==> src/sv/sh2d_pkg.sv <==
`default_nettype none
// ----------------------------------------------------------------------------
// sh2d_pkg
// types, encoding table and field codes for the sh2 instruction decoder
// ----------------------------------------------------------------------------
package sh2d_pkg;

  localparam int NUM_OPS   = 70;
  localparam int OPW_W     = 16;
  localparam int OPID_W    = 7;
  localparam int REG_W     = 4;
  localparam int DISP_W    = 8;
  localparam int OUT_W     = 32;

  // which word fields an encoding supplies
  typedef logic [3:0] use_t;
  localparam use_t USE_NONE = 4'b0000;
  localparam use_t USE_DST  = 4'b0001;  // rn from bits 11..8
  localparam use_t USE_SRC  = 4'b0010;  // rm from bits 7..4
  localparam use_t USE_SRH  = 4'b0100;  // rm from bits 11..8
  localparam use_t USE_DSP  = 4'b1000;  // displacement from bits 7..0
  localparam use_t USE_DS   = USE_DST | USE_SRC;

  typedef enum logic [2:0] {
    MEM_NONE   = 3'd0,
    MEM_RD_S8  = 3'd1,
    MEM_RD_S16 = 3'd2,
    MEM_RD_U32 = 3'd3,
    MEM_WR_U8  = 3'd4,
    MEM_WR_U16 = 3'd5,
    MEM_WR_U32 = 3'd6
  } mem_kind_t;

  typedef enum logic [1:0] {
    FLOW_NONE   = 2'd0,
    FLOW_CALL   = 2'd1,
    FLOW_BRANCH = 2'd2,
    FLOW_RETURN = 2'd3
  } flow_kind_t;

  typedef struct packed {
    logic [OPW_W-1:0] mask;
    logic [OPW_W-1:0] pattern;
    use_t             uses;
    mem_kind_t        mem;
    flow_kind_t       flow;
    logic             delay;
  } op_entry_t;

  // result fields, msb first so the packed image matches tdata lsb-first order
  typedef struct packed {
    logic              delay_slot;
    flow_kind_t        flow_kind;
    mem_kind_t         mem_kind;
    logic [DISP_W-1:0] displacement;
    logic [REG_W-1:0]  src_reg;
    logic [REG_W-1:0]  dest_reg;
    logic [OPID_W-1:0] op_id;
    logic              recognized;
  } dec_result_t;

  localparam op_entry_t OP_TABLE [NUM_OPS] = '{
    '{16'hF0FF, 16'h000A, USE_DST, MEM_NONE,   FLOW_NONE,   1'b0},  // sts mach
    '{16'hF0FF, 16'h001A, USE_DST, MEM_NONE,   FLOW_NONE,   1'b0},  // sts macl
    '{16'hF0FF, 16'h002A, USE_DST, MEM_NONE,   FLOW_NONE,   1'b0},  // sts pr
    '{16'hF0FF, 16'h0002, USE_DST, MEM_NONE,   FLOW_NONE,   1'b0},  // stc sr
    '{16'hF0FF, 16'h0012, USE_DST, MEM_NONE,   FLOW_NONE,   1'b0},  // stc gbr
    '{16'hF0FF, 16'h0022, USE_DST, MEM_NONE,   FLOW_NONE,   1'b0},  // stc vbr
    '{16'hF0FF, 16'h400A, USE_SRH, MEM_NONE,   FLOW_NONE,   1'b0},  // lds mach
    '{16'hF0FF, 16'h401A, USE_SRH, MEM_NONE,   FLOW_NONE,   1'b0},  // lds macl
    '{16'hF0FF, 16'h402A, USE_SRH, MEM_NONE,   FLOW_NONE,   1'b0},  // lds pr
    '{16'hF0FF, 16'h4002, USE_DST, MEM_WR_U32, FLOW_NONE,   1'b0},  // sts.l mach
    '{16'hF0FF, 16'h4012, USE_DST, MEM_WR_U32, FLOW_NONE,   1'b0},  // sts.l macl
    '{16'hF0FF, 16'h4006, USE_SRH, MEM_RD_U32, FLOW_NONE,   1'b0},  // lds.l mach
    '{16'hF0FF, 16'h4016, USE_SRH, MEM_RD_U32, FLOW_NONE,   1'b0},  // lds.l macl
    '{16'hF0FF, 16'h400E, USE_SRH, MEM_NONE,   FLOW_NONE,   1'b0},  // ldc sr
    '{16'hF0FF, 16'h401E, USE_SRH, MEM_NONE,   FLOW_NONE,   1'b0},  // ldc gbr
    '{16'hF0FF, 16'h402E, USE_SRH, MEM_NONE,   FLOW_NONE,   1'b0},  // ldc vbr
    '{16'hF0FF, 16'h4003, USE_DST, MEM_WR_U32, FLOW_NONE,   1'b0},  // stc.l sr
    '{16'hF0FF, 16'h4013, USE_DST, MEM_WR_U32, FLOW_NONE,   1'b0},  // stc.l gbr
    '{16'hF0FF, 16'h4023, USE_DST, MEM_WR_U32, FLOW_NONE,   1'b0},  // stc.l vbr
    '{16'hF0FF, 16'h4007, USE_SRH, MEM_RD_U32, FLOW_NONE,   1'b0},  // ldc.l sr
    '{16'hF0FF, 16'h4017, USE_SRH, MEM_RD_U32, FLOW_NONE,   1'b0},  // ldc.l gbr
    '{16'hF0FF, 16'h4027, USE_SRH, MEM_RD_U32, FLOW_NONE,   1'b0},  // ldc.l vbr
    '{16'hF00F, 16'h6004, USE_DS,  MEM_RD_S8,  FLOW_NONE,   1'b0},  // mov.b @rm+
    '{16'hF00F, 16'h2004, USE_DS,  MEM_WR_U8,  FLOW_NONE,   1'b0},  // mov.b @-rn
    '{16'hF00F, 16'h2005, USE_DS,  MEM_WR_U16, FLOW_NONE,   1'b0},  // mov.w @-rn
    '{16'hFF00, 16'hC700, USE_DSP, MEM_NONE,   FLOW_NONE,   1'b0},  // mova
    '{16'hF00F, 16'h6007, USE_DS,  MEM_NONE,   FLOW_NONE,   1'b0},  // not
    '{16'hF00F, 16'h6008, USE_DS,  MEM_NONE,   FLOW_NONE,   1'b0},  // swap.b
    '{16'hF00F, 16'h6009, USE_DS,  MEM_NONE,   FLOW_NONE,   1'b0},  // swap.w
    '{16'hF00F, 16'h600A, USE_DS,  MEM_NONE,   FLOW_NONE,   1'b0},  // negc
    '{16'hF00F, 16'h600B, USE_DS,  MEM_NONE,   FLOW_NONE,   1'b0},  // neg
    '{16'hF00F, 16'h200A, USE_DS,  MEM_NONE,   FLOW_NONE,   1'b0},  // xor rm,rn
    '{16'hF00F, 16'h2007, USE_DS,  MEM_NONE,   FLOW_NONE,   1'b0},  // div0s
    '{16'hF00F, 16'h200C, USE_DS,  MEM_NONE,   FLOW_NONE,   1'b0},  // cmp/str
    '{16'hF00F, 16'h200E, USE_DS,  MEM_NONE,   FLOW_NONE,   1'b0},  // mulu.w
    '{16'hF00F, 16'h200F, USE_DS,  MEM_NONE,   FLOW_NONE,   1'b0},  // muls.w
    '{16'hFF00, 16'hCA00, USE_DSP, MEM_NONE,   FLOW_NONE,   1'b0},  // xor #imm
    '{16'hFF00, 16'hCB00, USE_DSP, MEM_NONE,   FLOW_NONE,   1'b0},  // or #imm
    '{16'hFF00, 16'hC300, USE_DSP, MEM_NONE,   FLOW_CALL,   1'b0},  // trapa
    '{16'hFFFF, 16'h0019, USE_NONE, MEM_NONE,  FLOW_NONE,   1'b0},  // div0u
    '{16'hFFFF, 16'h001B, USE_NONE, MEM_NONE,  FLOW_NONE,   1'b0},  // sleep
    '{16'hFFFF, 16'h002B, USE_NONE, MEM_NONE,  FLOW_RETURN, 1'b1},  // rte
    '{16'hF00F, 16'h3004, USE_DS,  MEM_NONE,   FLOW_NONE,   1'b0},  // div1
    '{16'hF00F, 16'h3005, USE_DS,  MEM_NONE,   FLOW_NONE,   1'b0},  // dmulu.l
    '{16'hF00F, 16'h300A, USE_DS,  MEM_NONE,   FLOW_NONE,   1'b0},  // subc
    '{16'hF00F, 16'h300B, USE_DS,  MEM_NONE,   FLOW_NONE,   1'b0},  // subv
    '{16'hF00F, 16'h300D, USE_DS,  MEM_NONE,   FLOW_NONE,   1'b0},  // dmuls.l
    '{16'hF00F, 16'h300E, USE_DS,  MEM_NONE,   FLOW_NONE,   1'b0},  // addc
    '{16'hF00F, 16'h300F, USE_DS,  MEM_NONE,   FLOW_NONE,   1'b0},  // addv
    '{16'hF0FF, 16'h4004, USE_DST, MEM_NONE,   FLOW_NONE,   1'b0},  // rotl
    '{16'hF0FF, 16'h4005, USE_DST, MEM_NONE,   FLOW_NONE,   1'b0},  // rotr
    '{16'hF0FF, 16'h4025, USE_DST, MEM_NONE,   FLOW_NONE,   1'b0},  // rotcr
    '{16'hF0FF, 16'h4020, USE_DST, MEM_NONE,   FLOW_NONE,   1'b0},  // shal
    '{16'hF00F, 16'h0007, USE_DS,  MEM_NONE,   FLOW_NONE,   1'b0},  // mul.l
    '{16'hF00F, 16'h000F, USE_DS,  MEM_RD_U32, FLOW_NONE,   1'b0},  // mac.l
    '{16'hF00F, 16'h400F, USE_DS,  MEM_RD_S16, FLOW_NONE,   1'b0},  // mac.w
    '{16'hF0FF, 16'h0003, USE_DST, MEM_NONE,   FLOW_CALL,   1'b1},  // bsrf
    '{16'hF0FF, 16'h0023, USE_DST, MEM_NONE,   FLOW_BRANCH, 1'b1},  // braf
    '{16'hF0FF, 16'h401B, USE_DST, MEM_WR_U8,  FLOW_NONE,   1'b0},  // tas.b
    '{16'hF00F, 16'h200D, USE_DS,  MEM_NONE,   FLOW_NONE,   1'b0},  // xtrct
    '{16'hFF00, 16'hC000, USE_DSP, MEM_WR_U8,  FLOW_NONE,   1'b0},  // mov.b r0,@(d,gbr)
    '{16'hFF00, 16'hC100, USE_DSP, MEM_WR_U16, FLOW_NONE,   1'b0},  // mov.w r0,@(d,gbr)
    '{16'hFF00, 16'hC200, USE_DSP, MEM_WR_U32, FLOW_NONE,   1'b0},  // mov.l r0,@(d,gbr)
    '{16'hFF00, 16'hC400, USE_DSP, MEM_RD_S8,  FLOW_NONE,   1'b0},  // mov.b @(d,gbr),r0
    '{16'hFF00, 16'hC500, USE_DSP, MEM_RD_S16, FLOW_NONE,   1'b0},  // mov.w @(d,gbr),r0
    '{16'hFF00, 16'hC600, USE_DSP, MEM_RD_U32, FLOW_NONE,   1'b0},  // mov.l @(d,gbr),r0
    '{16'hFF00, 16'hCC00, USE_DSP, MEM_NONE,   FLOW_NONE,   1'b0},  // tst.b
    '{16'hFF00, 16'hCD00, USE_DSP, MEM_NONE,   FLOW_NONE,   1'b0},  // and.b
    '{16'hFF00, 16'hCE00, USE_DSP, MEM_NONE,   FLOW_NONE,   1'b0},  // xor.b
    '{16'hFF00, 16'hCF00, USE_DSP, MEM_NONE,   FLOW_NONE,   1'b0}   // or.b
  };

endpackage
`default_nettype wire

==> src/sv/sh2_instruction_decoder.sv <==
`default_nettype none
// ----------------------------------------------------------------------------
// sh2_instruction_decoder
// decodes one 16-bit sh2 opcode per transaction into register, displacement,
// memory-access and control-flow fields
// ----------------------------------------------------------------------------
// usage
//   s_tvalid/s_tready/s_tdata carry one opcode per transaction.
//   m_tvalid/m_tready/m_tdata carry one decode result per opcode, in order.
//   an opcode sits in the input register while the table match and
//   priority pick run, then the result lands in the output register,
//   which drives m_tvalid and m_tdata.
//   throughput is one opcode per cycle while the receiver keeps m_tready
//   high; the rate is set by the single table match between the registers.
//   when the receiver stalls, the output register holds its result and the
//   input register keeps the next opcode; s_tready drops only when both
//   are full, and rises in the same cycle the receiver takes the result.
//   reset (rst, synchronous) empties both registers; no table state exists.
//   unknown opcodes give recognized = 0 with every other field zero.
// ----------------------------------------------------------------------------
module sh2_instruction_decoder
  import sh2d_pkg::*;
(
  input  wire logic        clk,
  input  wire logic        rst,
  input  wire logic        s_tvalid,
  output      logic        s_tready,
  input  wire logic [15:0] s_tdata,   // opcode_word[15:0]
  output      logic        m_tvalid,
  input  wire logic        m_tready,
  // recognized[0], op_id[7:1], dest_reg[11:8], src_reg[15:12],
  // displacement[23:16], mem_kind[26:24], flow_kind[28:27],
  // delay_slot[29], zero[31:30]
  output      logic [31:0] m_tdata
);

  logic             in_valid;
  logic [OPW_W-1:0] in_word;
  logic             out_valid;
  dec_result_t      out_res;
  dec_result_t      dec;
  logic             advance;
  logic             s_take;

  assign advance  = !out_valid || m_tready;
  assign s_tready = !in_valid || advance;
  assign s_take   = s_tvalid && s_tready;

  // match every entry, lowest index wins by scanning downward
  always_comb begin
    op_entry_t ent;
    dec = '0;
    for (int k = NUM_OPS - 1; k >= 0; k--) begin
      ent = OP_TABLE[k];
      if ((in_word & ent.mask) == ent.pattern) begin
        dec                = '0;
        dec.recognized     = 1'b1;
        dec.op_id          = OPID_W'(k);
        dec.mem_kind       = ent.mem;
        dec.flow_kind      = ent.flow;
        dec.delay_slot     = ent.delay;
        if ((ent.uses & USE_DST) != USE_NONE) begin
          dec.dest_reg = in_word[11:8];
        end
        if ((ent.uses & USE_SRC) != USE_NONE) begin
          dec.src_reg = in_word[7:4];
        end
        if ((ent.uses & USE_SRH) != USE_NONE) begin
          dec.src_reg = in_word[11:8];
        end
        if ((ent.uses & USE_DSP) != USE_NONE) begin
          dec.displacement = in_word[7:0];
        end
      end
    end
  end

  always_ff @(posedge clk) begin
    if (rst) begin
      in_valid <= 1'b0;
    end else if (s_tready) begin
      in_valid <= s_tvalid;
    end
    if (s_take) begin
      in_word <= s_tdata;
    end
  end

  always_ff @(posedge clk) begin
    if (rst) begin
      out_valid <= 1'b0;
    end else if (advance) begin
      out_valid <= in_valid;
    end
    if (advance && in_valid) begin
      out_res <= dec;
    end
  end

  assign m_tvalid = out_valid;
  assign m_tdata  = {(OUT_W - $bits(dec_result_t))'(0), out_res};

`ifndef SYNTHESIS
  // an unmatched word carries nothing but zeros
  a_unrec_zero: assert property (@(posedge clk) disable iff (rst)
    (m_tvalid && !out_res.recognized) |-> (out_res == '0))
    else $error("unrecognized result has nonzero fields");

  // delay slot only on control-flow forms
  a_delay_flow: assert property (@(posedge clk) disable iff (rst)
    (m_tvalid && out_res.delay_slot) |-> (out_res.flow_kind != FLOW_NONE))
    else $error("delay slot without control flow");

  // an accepted opcode is held in the input register next cycle
  a_take_held: assert property (@(posedge clk) disable iff (rst)
    s_take |=> in_valid)
    else $error("accepted opcode lost");

  // a full input register with a free output stage moves to the output
  a_advance: assert property (@(posedge clk) disable iff (rst)
    (in_valid && advance) |=> (m_tvalid && out_res == $past(dec)))
    else $error("decode result not registered");
`endif

endmodule
`default_nettype wire

==> config.mk <==
export PLATFORM = sky130hd
export DESIGN_NAME = sh2_instruction_decoder
export DESIGN_NICKNAME = d
export VERILOG_FILES = /design/src/sv/sh2d_pkg.sv /design/src/sv/sh2_instruction_decoder.sv
export SDC_FILE = /design/constraint.sdc
export NUM_CORES = 1
export LEC_CHECK = 0
export CORE_MARGIN = 2
export CORE_UTILIZATION = 40
export CTS_BUF_LIST = sky130_fd_sc_hd__clkbuf_4 sky130_fd_sc_hd__clkbuf_8
export DETAILED_ROUTE_END_ITERATION = 6
export DONT_BUFFER_PORTS = 1
export SETUP_SLACK_MARGIN = 0.4
export SLEW_MARGIN = 20
export SYNTH_ARGS = -nofsm -noshare
export SYNTH_HDL_FRONTEND = slang
export SYNTH_SLANG_ARGS = --single-unit
==> constraint.sdc <==
create_clock -name clk -period 6 [get_ports clk]
set_input_delay 0.6 -clock clk [delete_from_list [all_inputs] [get_ports clk]]
set_output_delay 0.6 -clock clk [all_outputs]
set_load 0.02 [all_outputs]
== Word level (Yosys, flattened, before mapping) ==
Cells that the tools add are included.
Word-level totals
  register bits: 48
  input port bits: 20
  output and inout port bits: 34
Cells by class
  equality and inequality tests: 70
  muxes and demuxes: 70
  reductions and logical operators: 19
Operators with widths (count)
  $mux W27: 34
  $mux W30: 17
  $eq A12 B11 Y1 const B: 21
  $eq A8 B6 Y1 const B: 15
  $eq A8 B8 Y1 const B: 14
  $mux W24: 4
  $mux W28: 3
  $mux W26: 3
  $mux W12: 6
  $reduce_or A69 Y1: 1
  $reduce_or A64 Y1: 1
  $eq A8 B7 Y1 const B: 7
  $mux W16: 3
  $reduce_or A41 Y1: 1
  $reduce_or A38 Y1: 1
  $eq A12 B6 Y1 const B: 3
  $eq A16 B5 Y1 const B: 2
  $reduce_or A32 Y1: 1
  $reduce_or A25 Y1: 1
  $eq A12 B2 Y1 const B: 2
  $eq A12 B5 Y1 const B: 2
  $eq A16 B6 Y1 const B: 1
  $reduce_or A16 Y1: 1
  $eq A12 B4 Y1 const B: 1
  other kinds (11): 14

== Depth between registers and ports, before layout ==
Gate-level depths: netlist of the first run.
  depth in word-level cells: 71
  depth in mapped cells: 9

== Worst setup path after synthesis of the first run ==
OpenSTA, ideal clock, no wires.
  path kind: input to register
  start point: input port m_tready
  end point: register out_res (netlist bit m_tdata[0]), enable pin
  library setup time: 0.421 ns
  arrival: 2.031 ns
  required time: 5.579 ns
  setup slack: 3.549 ns
  stages: 2
  path buffers: 0
  cells stage by stage: nor2b_1 nor2b_1
On the way
  cells in the longest elaborated chain, start to end: 2
RTL lines
  start: declaration: RTL line sh2_instruction_decoder.sv:30  | input wire logic m_tready,
  $logic_or A1 B1 Y1: RTL line sh2_instruction_decoder.sv:45  | assign advance = !out_valid || m_tready;
  $logic_and A1 B1 Y1: RTL line sh2_instruction_decoder.sv:95  | if (advance && in_valid) begin
  end signal: assignment: RTL line sh2_instruction_decoder.sv:96  | out_res <= dec;
  end: declaration: RTL line sh2_instruction_decoder.sv:40  | dec_result_t out_res;
Every way passes these cells.
A chain may end at the register's enable or synchronous reset.

==> flow_summary_export.csv, run 1 <==
group,metric,value,unit
run_status,status,"finished, final reports clean",
routing,wire_per_inst,23.1,µm
clock_tree,cts_repair_resize_count,0,
timing,tns,0,ns
routing,drt_iter0_drc,469,
hold_path,hold_start,"rst",
global_routing,grt_first_pass_wirelength,14.7,mm
final_layout,multi_input_area,1610,µm²
timing,clock_skew,0.0136,ns
power,power_frac_comb,9.4,%
global_routing,gr-usage-all-layers,22.5,%
clock_tree,cts_buffers,5,
timing,fin_crit,3.05,ns
clock_tree,path_clk_slew,0.09,ns
yosys,ys_warn_count,0,
yosys,synth_cells,330,
global_routing,grt_pass1_vias,2496,
timing,relSlewSlack,34.4,%
setup_path,cp-end-kind,"flop",
floorplan,fp-row-count,32,
routing,ant_nets,0,
yosys,synthFlopType,"edfxtp_1",
yosys,synth_edf_count,46,
clock_tree,post_cts_buffers,0,
setup_path,r2r_start,"in_word[3]",
yosys,post_synth_num_cell_types,74,
clock_tree,cts_sinks,48,
setup_path,cp.arrival,3.23,ns
yosys,seq_area_frac_synth,44.6,%
setup_path,startpoint,"in_word[3]",
timing,drv_slew,0,
timing,max_freq,328,MHz
routing,via_per_inst,6.49,
place,routabilityCongestion,1.08,
final_layout,n_fill_cell,756,
clock_tree,clk_latency,0.31,ns
clock_tree,htree_levels,2,
power,netSwitchingFraction,27.1,%
place,dp_cells,409,
routing,drc,0,
routing,vias,2706,
yosys,syn_avg_cell_area,9.66,µm²
setup_path,worstPathRequired,6.18,ns
setup_path,critical_path_class,"reg -> reg",
run,maxCapViolations,0,
timing,grt_setup_unrepaired,"no",
yosys,synthTopCellsByArea,"edfxtp_1 (43%), nor2_1 (4.0%), nand2_1 (2.7%)",
setup_path,timing.critical_path.from_type,"flop",
power,internal-power,0.542,mW
power,p_sw,0.202,mW
power,leakage,1.05,nW
floorplan,die_w,93.3,µm
timing,setup_viol,0,
floorplan,io_pins,54,
final_layout,drive_gt1_share,9.84,%
clock_tree,cts_buffer_depth,2,
final_layout,n_antenna_cell,0,
final_layout,final_cells,417,
clock_tree,ctsHoldBuffers,0,
floorplan,die_h,93.3,µm
yosys,ys_async_sr_fraction,0,%
power,power.density,225,nW/µm²
hold_path,hold_path_class,"in -> reg",
yosys,netlist_area,3190,µm²
final_layout,area_growth,3.89,%
timing,fin_crit_sh,50.8,%
clock_tree,cts-root-buf,"clkbuf_8",
yosys,yosysTopAreaCell,"edfxtp_1",
power,seqPwrFrac,58.1,%
yosys,ys_ff_latch,48,
timing,finalHoldViolCount,0,
global_routing,overflow,0,
setup_path,worstPathMaxFanout,29,
yosys,synth_top_area_share,43.3,%
floorplan,initial_core_util,41.3,%
power,irDropWorstVdd,0.0000924,V
final_layout,nNetsFinal,334,
final_layout,area.sequential,1420,µm²
global_routing,grt_max_degree,31,
floorplan,die-area,8700,µm²
floorplan,core,7730,µm²
place,dpl.hpwl,6.89,mm
global_routing,antenna_found_initial,0,
routing,drtPass1Iterations,7,
routing,drt_wl_total,9.63,mm
power,clock_power_share,32.5,%
timing,worst_pin_slew,0.984,ns
place,port_buffers,0,
clock_tree,tritoncts,"built",
## cell usage in the layout (no fill, tap or decap), types with 3 or more instances in the layout
master / n
nor2b_2: 4
nor2b_1: 6
and4b_1: 3
o21ai_0: 15
a311oi_1: 3
buf_4: 3
nor4_1: 7
clkbuf_8: 5
nand3_1: 11
nor3_1: 13
nand4_1: 6
a21oi_1: 15
and2_1: 12
nand2_1: 23
nand3b_1: 3
a22o_1: 4
xor2_1: 4
a31oi_1: 3
nor2_1: 34
nand4bb_1: 3
o22ai_1: 4
edfxtp_1: 46
o21ai_1: 3
a32oi_1: 3
nand4b_1: 5
o21a_1: 4
nand2b_1: 8
inv_1: 5
or3_1: 3
## worst max-delay path: stages (launching register included)
cell      delay [ns]
edfxtp_1        1.01
nand4_1         0.53
nor3_1          0.70
or4_4           0.27
nor4_4          0.04
and4bb_4        0.26
nor2b_2         0.11
## kinds of logic (layout without fill, tap and decap cells)
kind of cell / count (synthesis) / count (layout) / share of synthesized area [%]
AOI/OAI and AO/OA: 75 / 75 / 15.8
xor gates and xnor gates: 5 / 5 / 1.37
buffers and inverters: 32 / 16 / 5.10
DFF: 48 / 48 / 44.6
muxes: 1 / 1 / 0.353
other: 1 / 2 / 0.118
and+or+nand+nor: 168 / 168 / 32.7
## power groups by stage
stage,sequential (mW),combinational [mW],clock [mW]
3_3_place_gp,0.439,0.0706,0
3_5_place_dp,0.439,0.0686,0
2_1_floorplan,0.418,0.0692,0
4_1_cts,0.432,0.0690,0.246
5_1_grt,0.436,0.0758,0.257
6_report,0.432,0.0702,0.242
## metal layers
layer	global-route usage [%]	vias to the layer above	wire, µm
met1	31.8	1249	4100
met5	0	-	0
met3	3.79	40	826
met2	34.4	192	4350
li1	-	1225	-
met4	8.46	0	358
## flip-flops by register name, summed over array words and instances, names as in the netlist
signal	cells
m_tdata	30
m_tvalid	1
in_word	16
in_valid	1
## worst paths after layout
path           endpoint  slack (ns)  depth (start not counted)
min reg2reg    m_tvalid        0.51                          2
min            m_tvalid        0.35                          1
max          m_tdata[8]        2.95                          6
max reg2reg  m_tdata[8]        2.95                          6
## metrics by stage
stage               utilization [%]  area [µm²]  power [mW]  hold WS [ns]  setup WS, ns
finish                         42.9        3310       0.744         0.347          2.95
global route                   42.9        3310       0.769         0.347          2.88
CTS                            42.9        3310       0.747         0.352          3.07
detailed placement             41.4        3200       0.508         0.501          3.10
global placement               41.4        3200       0.509         0.496          3.13
floorplan                         -        3190       0.488         0.478          3.55
## layout make-up
class,count,share of cell area (%)
clock buffer,6,2.30
clock inverter,2,1.06
inverter,5,0.567
multi-input combinational,251,48.6
sequential,48,42.9
tap,102,3.85
timing repair buffer,3,0.680
## cells in the mapped netlist (all sizes together), types with 6 or more instances
cell and count:
nand4 6, nor2b 10, a21oi 15, nand3 11
and2 12, edfxtp 46, nor2 35, clkbuf 13
o21ai 18, nor3 13, nand2b 8, buf 14
nor4 9, nand2 23
Power figures use the tool's default switching activity.
==> inputs of run 2 (changes only) <==
clock period = 2.6 ns   (was 6 ns; I/O delays follow)
==> run 2 against run 1 <==
Non-clock buffer count grew 90. Critical endpoint is now m_tdata[5]. Via count grew 16%. Power grew 130%. Largest cell class unchanged. Setup slack lost 2.6 ns. Final cell count grew 22%.
==> flow_summary_export.csv, run 2 (synthesis gave the netlist of run 1 again) <==
group,metric,value,unit
timing,relSlewSlack,58.1,%
global_routing,grt_pass1_vias,2891,
floorplan,die_h,93.3,µm
floorplan,die-area,8700,µm²
floorplan,die_w,93.3,µm
clock_tree,cts_buffers,5,
global_routing,overflow,0,
setup_path,cp-end-kind,"flop",
final_layout,largest_register_ffs,30,
clock_tree,cts_buffer_depth,2,
final_layout,most-common-layout-cells,"buf_4 (85), edfxtp_1 (46), nor2_1 (33)",
setup_path,slowest_delay,0.50,ns
setup_path,startpoint,"in_word[5]",
hold_path,min_to,"in_valid",
timing,setup_slack,0.314,ns
setup_path,timing.critical_path.from_type,"flop",
clock_tree,htree_levels,2,
timing,fin_crit,2.29,ns
routing,drt_iter0_drc,326,
final_layout,drive_gt1_share,36.3,%
power,finalPower,1.71,mW
timing,max_freq,437,MHz
routing,ant_nets,0,
routing,via_per_inst,6.19,
clock_tree,tritoncts,"built",
timing,tns,0,ns
timing,drv_slew,0,
power,irDropWorstVdd,0.000189,V
timing,setup_viol,0,
global_routing,grt_first_pass_wirelength,15.6,mm
place,place_ws,0.0796,ns
global_routing,antenna_found_initial,0,
timing,finalHoldViolCount,0,
setup_path,worstRegToRegCells,6,
floorplan,io_pins,54,
setup_path,r2r_slack,0.31,ns
clock_tree,clk_latency,0.31,ns
routing,drtPass1Iterations,7,
final_layout,final_cells,507,
final_layout,n_antenna_cell,0,
power,clock_power_share,26.0,%
setup_path,critical_path_class,"reg -> reg",
global_routing,gr-usage-all-layers,23.7,%
setup_path,crit_chain,"nor4b_4, buf_4, and4_1, or4_4, nor4_4, or3b_1",
floorplan,fp-row-count,32,
clock_tree,cts_sinks,48,
timing,fin_crit_sh,87.9,%
power,leakage,1.57,nW
setup_path,r2r_start,"in_word[5]",
routing,drt_wl_total,10.4,mm
final_layout,layout_commonest_cell,"buf_4",
place,port_buffers,0,
hold_path,hold_path_class,"in -> reg",
global_routing,grt_max_degree,31,
place,routabilityCongestion,1.08,
routing,drc,0,
timing,worst_pin_slew,0.620,ns
power,netSwitchingFraction,29.0,%
power,p_sw,0.496,mW
clock_tree,ctsHoldBuffers,0,
clock_tree,cts-root-buf,"clkbuf_8",
clock_tree,path_clk_slew,0.09,ns
power,seqPwrFrac,55.5,%
floorplan,core,7730,µm²
setup_path,worstPathMaxFanout,4,
floorplan,initial_core_util,41.3,%
timing,grt_setup_unrepaired,"yes",
hold_path,whs_path_depth,1,
setup_path,cp.arrival,2.34,ns
setup_path,worstPathRequired,2.66,ns
place,dpl.hpwl,7.37,mm
final_layout,final_core_util,54.9,%
power,power.density,404,nW/µm²
routing,vias,3139,
timing,clock_skew,0.00968,ns
routing,wire_per_inst,20.6,µm
place,dp_cells,466,
setup_path,crit_path_top_delay_cell,"or4_4",
hold_path,hold_start,"rst",
run_status,status,"finished, final reports clean",
power,power_frac_comb,18.4,%
final_layout,area_growth,33.0,%
run,maxCapViolations,0,
power,internal-power,1.22,mW
setup_path,reg2reg_to,"m_tdata[5]",
final_layout,nNetsFinal,424,
==> run 2: area by class of cell <==
cell class / count / area [µm²]
fill: 687 / 3490
clock buffer: 5 / 68.8
clock inverter: 3 / 18.8
tap: 102 / 128
multi-input combinational: 251 / 1830
inverter: 5 / 18.8
timing repair buffer: 93 / 754
sequential: 48 / 1420
==> run 2: worst max-delay path by stage <==
| stage | cells past startpoint | slack, ns | to |
|---|---|---|---|
| global placement | 8 | -0.002 | m_tdata[0] |
| global route | 6 | 0.22 | m_tdata[5] |
| detailed placement | 6 | 0.08 | m_tdata[5] |
| floorplan | 6 | 0.41 | m_tdata[5] |
| CTS | 6 | 0.31 | m_tdata[5] |
| finish | 6 | 0.31 | m_tdata[5] |
==> run 2: layer usage <==
metal  part of all wire, %  global-route usage, %
met3                   9.3                   4.67
met5                     0                      0
met2                    46                   37.2
met4                   5.3                   10.8
met1                    40                   31.4
==> run 2: through the flow <==
stage	hold WS [ns]	cell area (µm²)
global placement	0.335	3670
floorplan	0.332	3190
global route	0.000606	4240
finish	0.0149	4240
detailed placement	0.336	3670
CTS	0.00488	4030
==> run 2: critical path: cells and delay by family (launching register included) <==
kind / cells / cell delay, ns
buffers and inverters: 1 / 0.16
DFF: 1 / 0.45
and+or+nand+nor: 5 / 1.43
==> run 2: timing repair <==
item | 4_1_cts | 5_1_grt
setup buffers | 26 | 7
endpoints found under the setup margin | 15 | 16
pin swaps | 10 | 13
gates resized for setup | 17 | 30
==> run 2: power by group through the flow <==
| stage | registers, mW | clock network, mW | logic [mW] |
|---|---|---|---|
| floorplan | 0.965 | 0 | 0.160 |
| global placement | 0.976 | 0 | 0.250 |
| detailed placement | 0.976 | 0 | 0.248 |
| CTS | 0.951 | 0.464 | 0.287 |
| global route | 0.957 | 0.488 | 0.335 |
| finish | 0.952 | 0.446 | 0.315 |
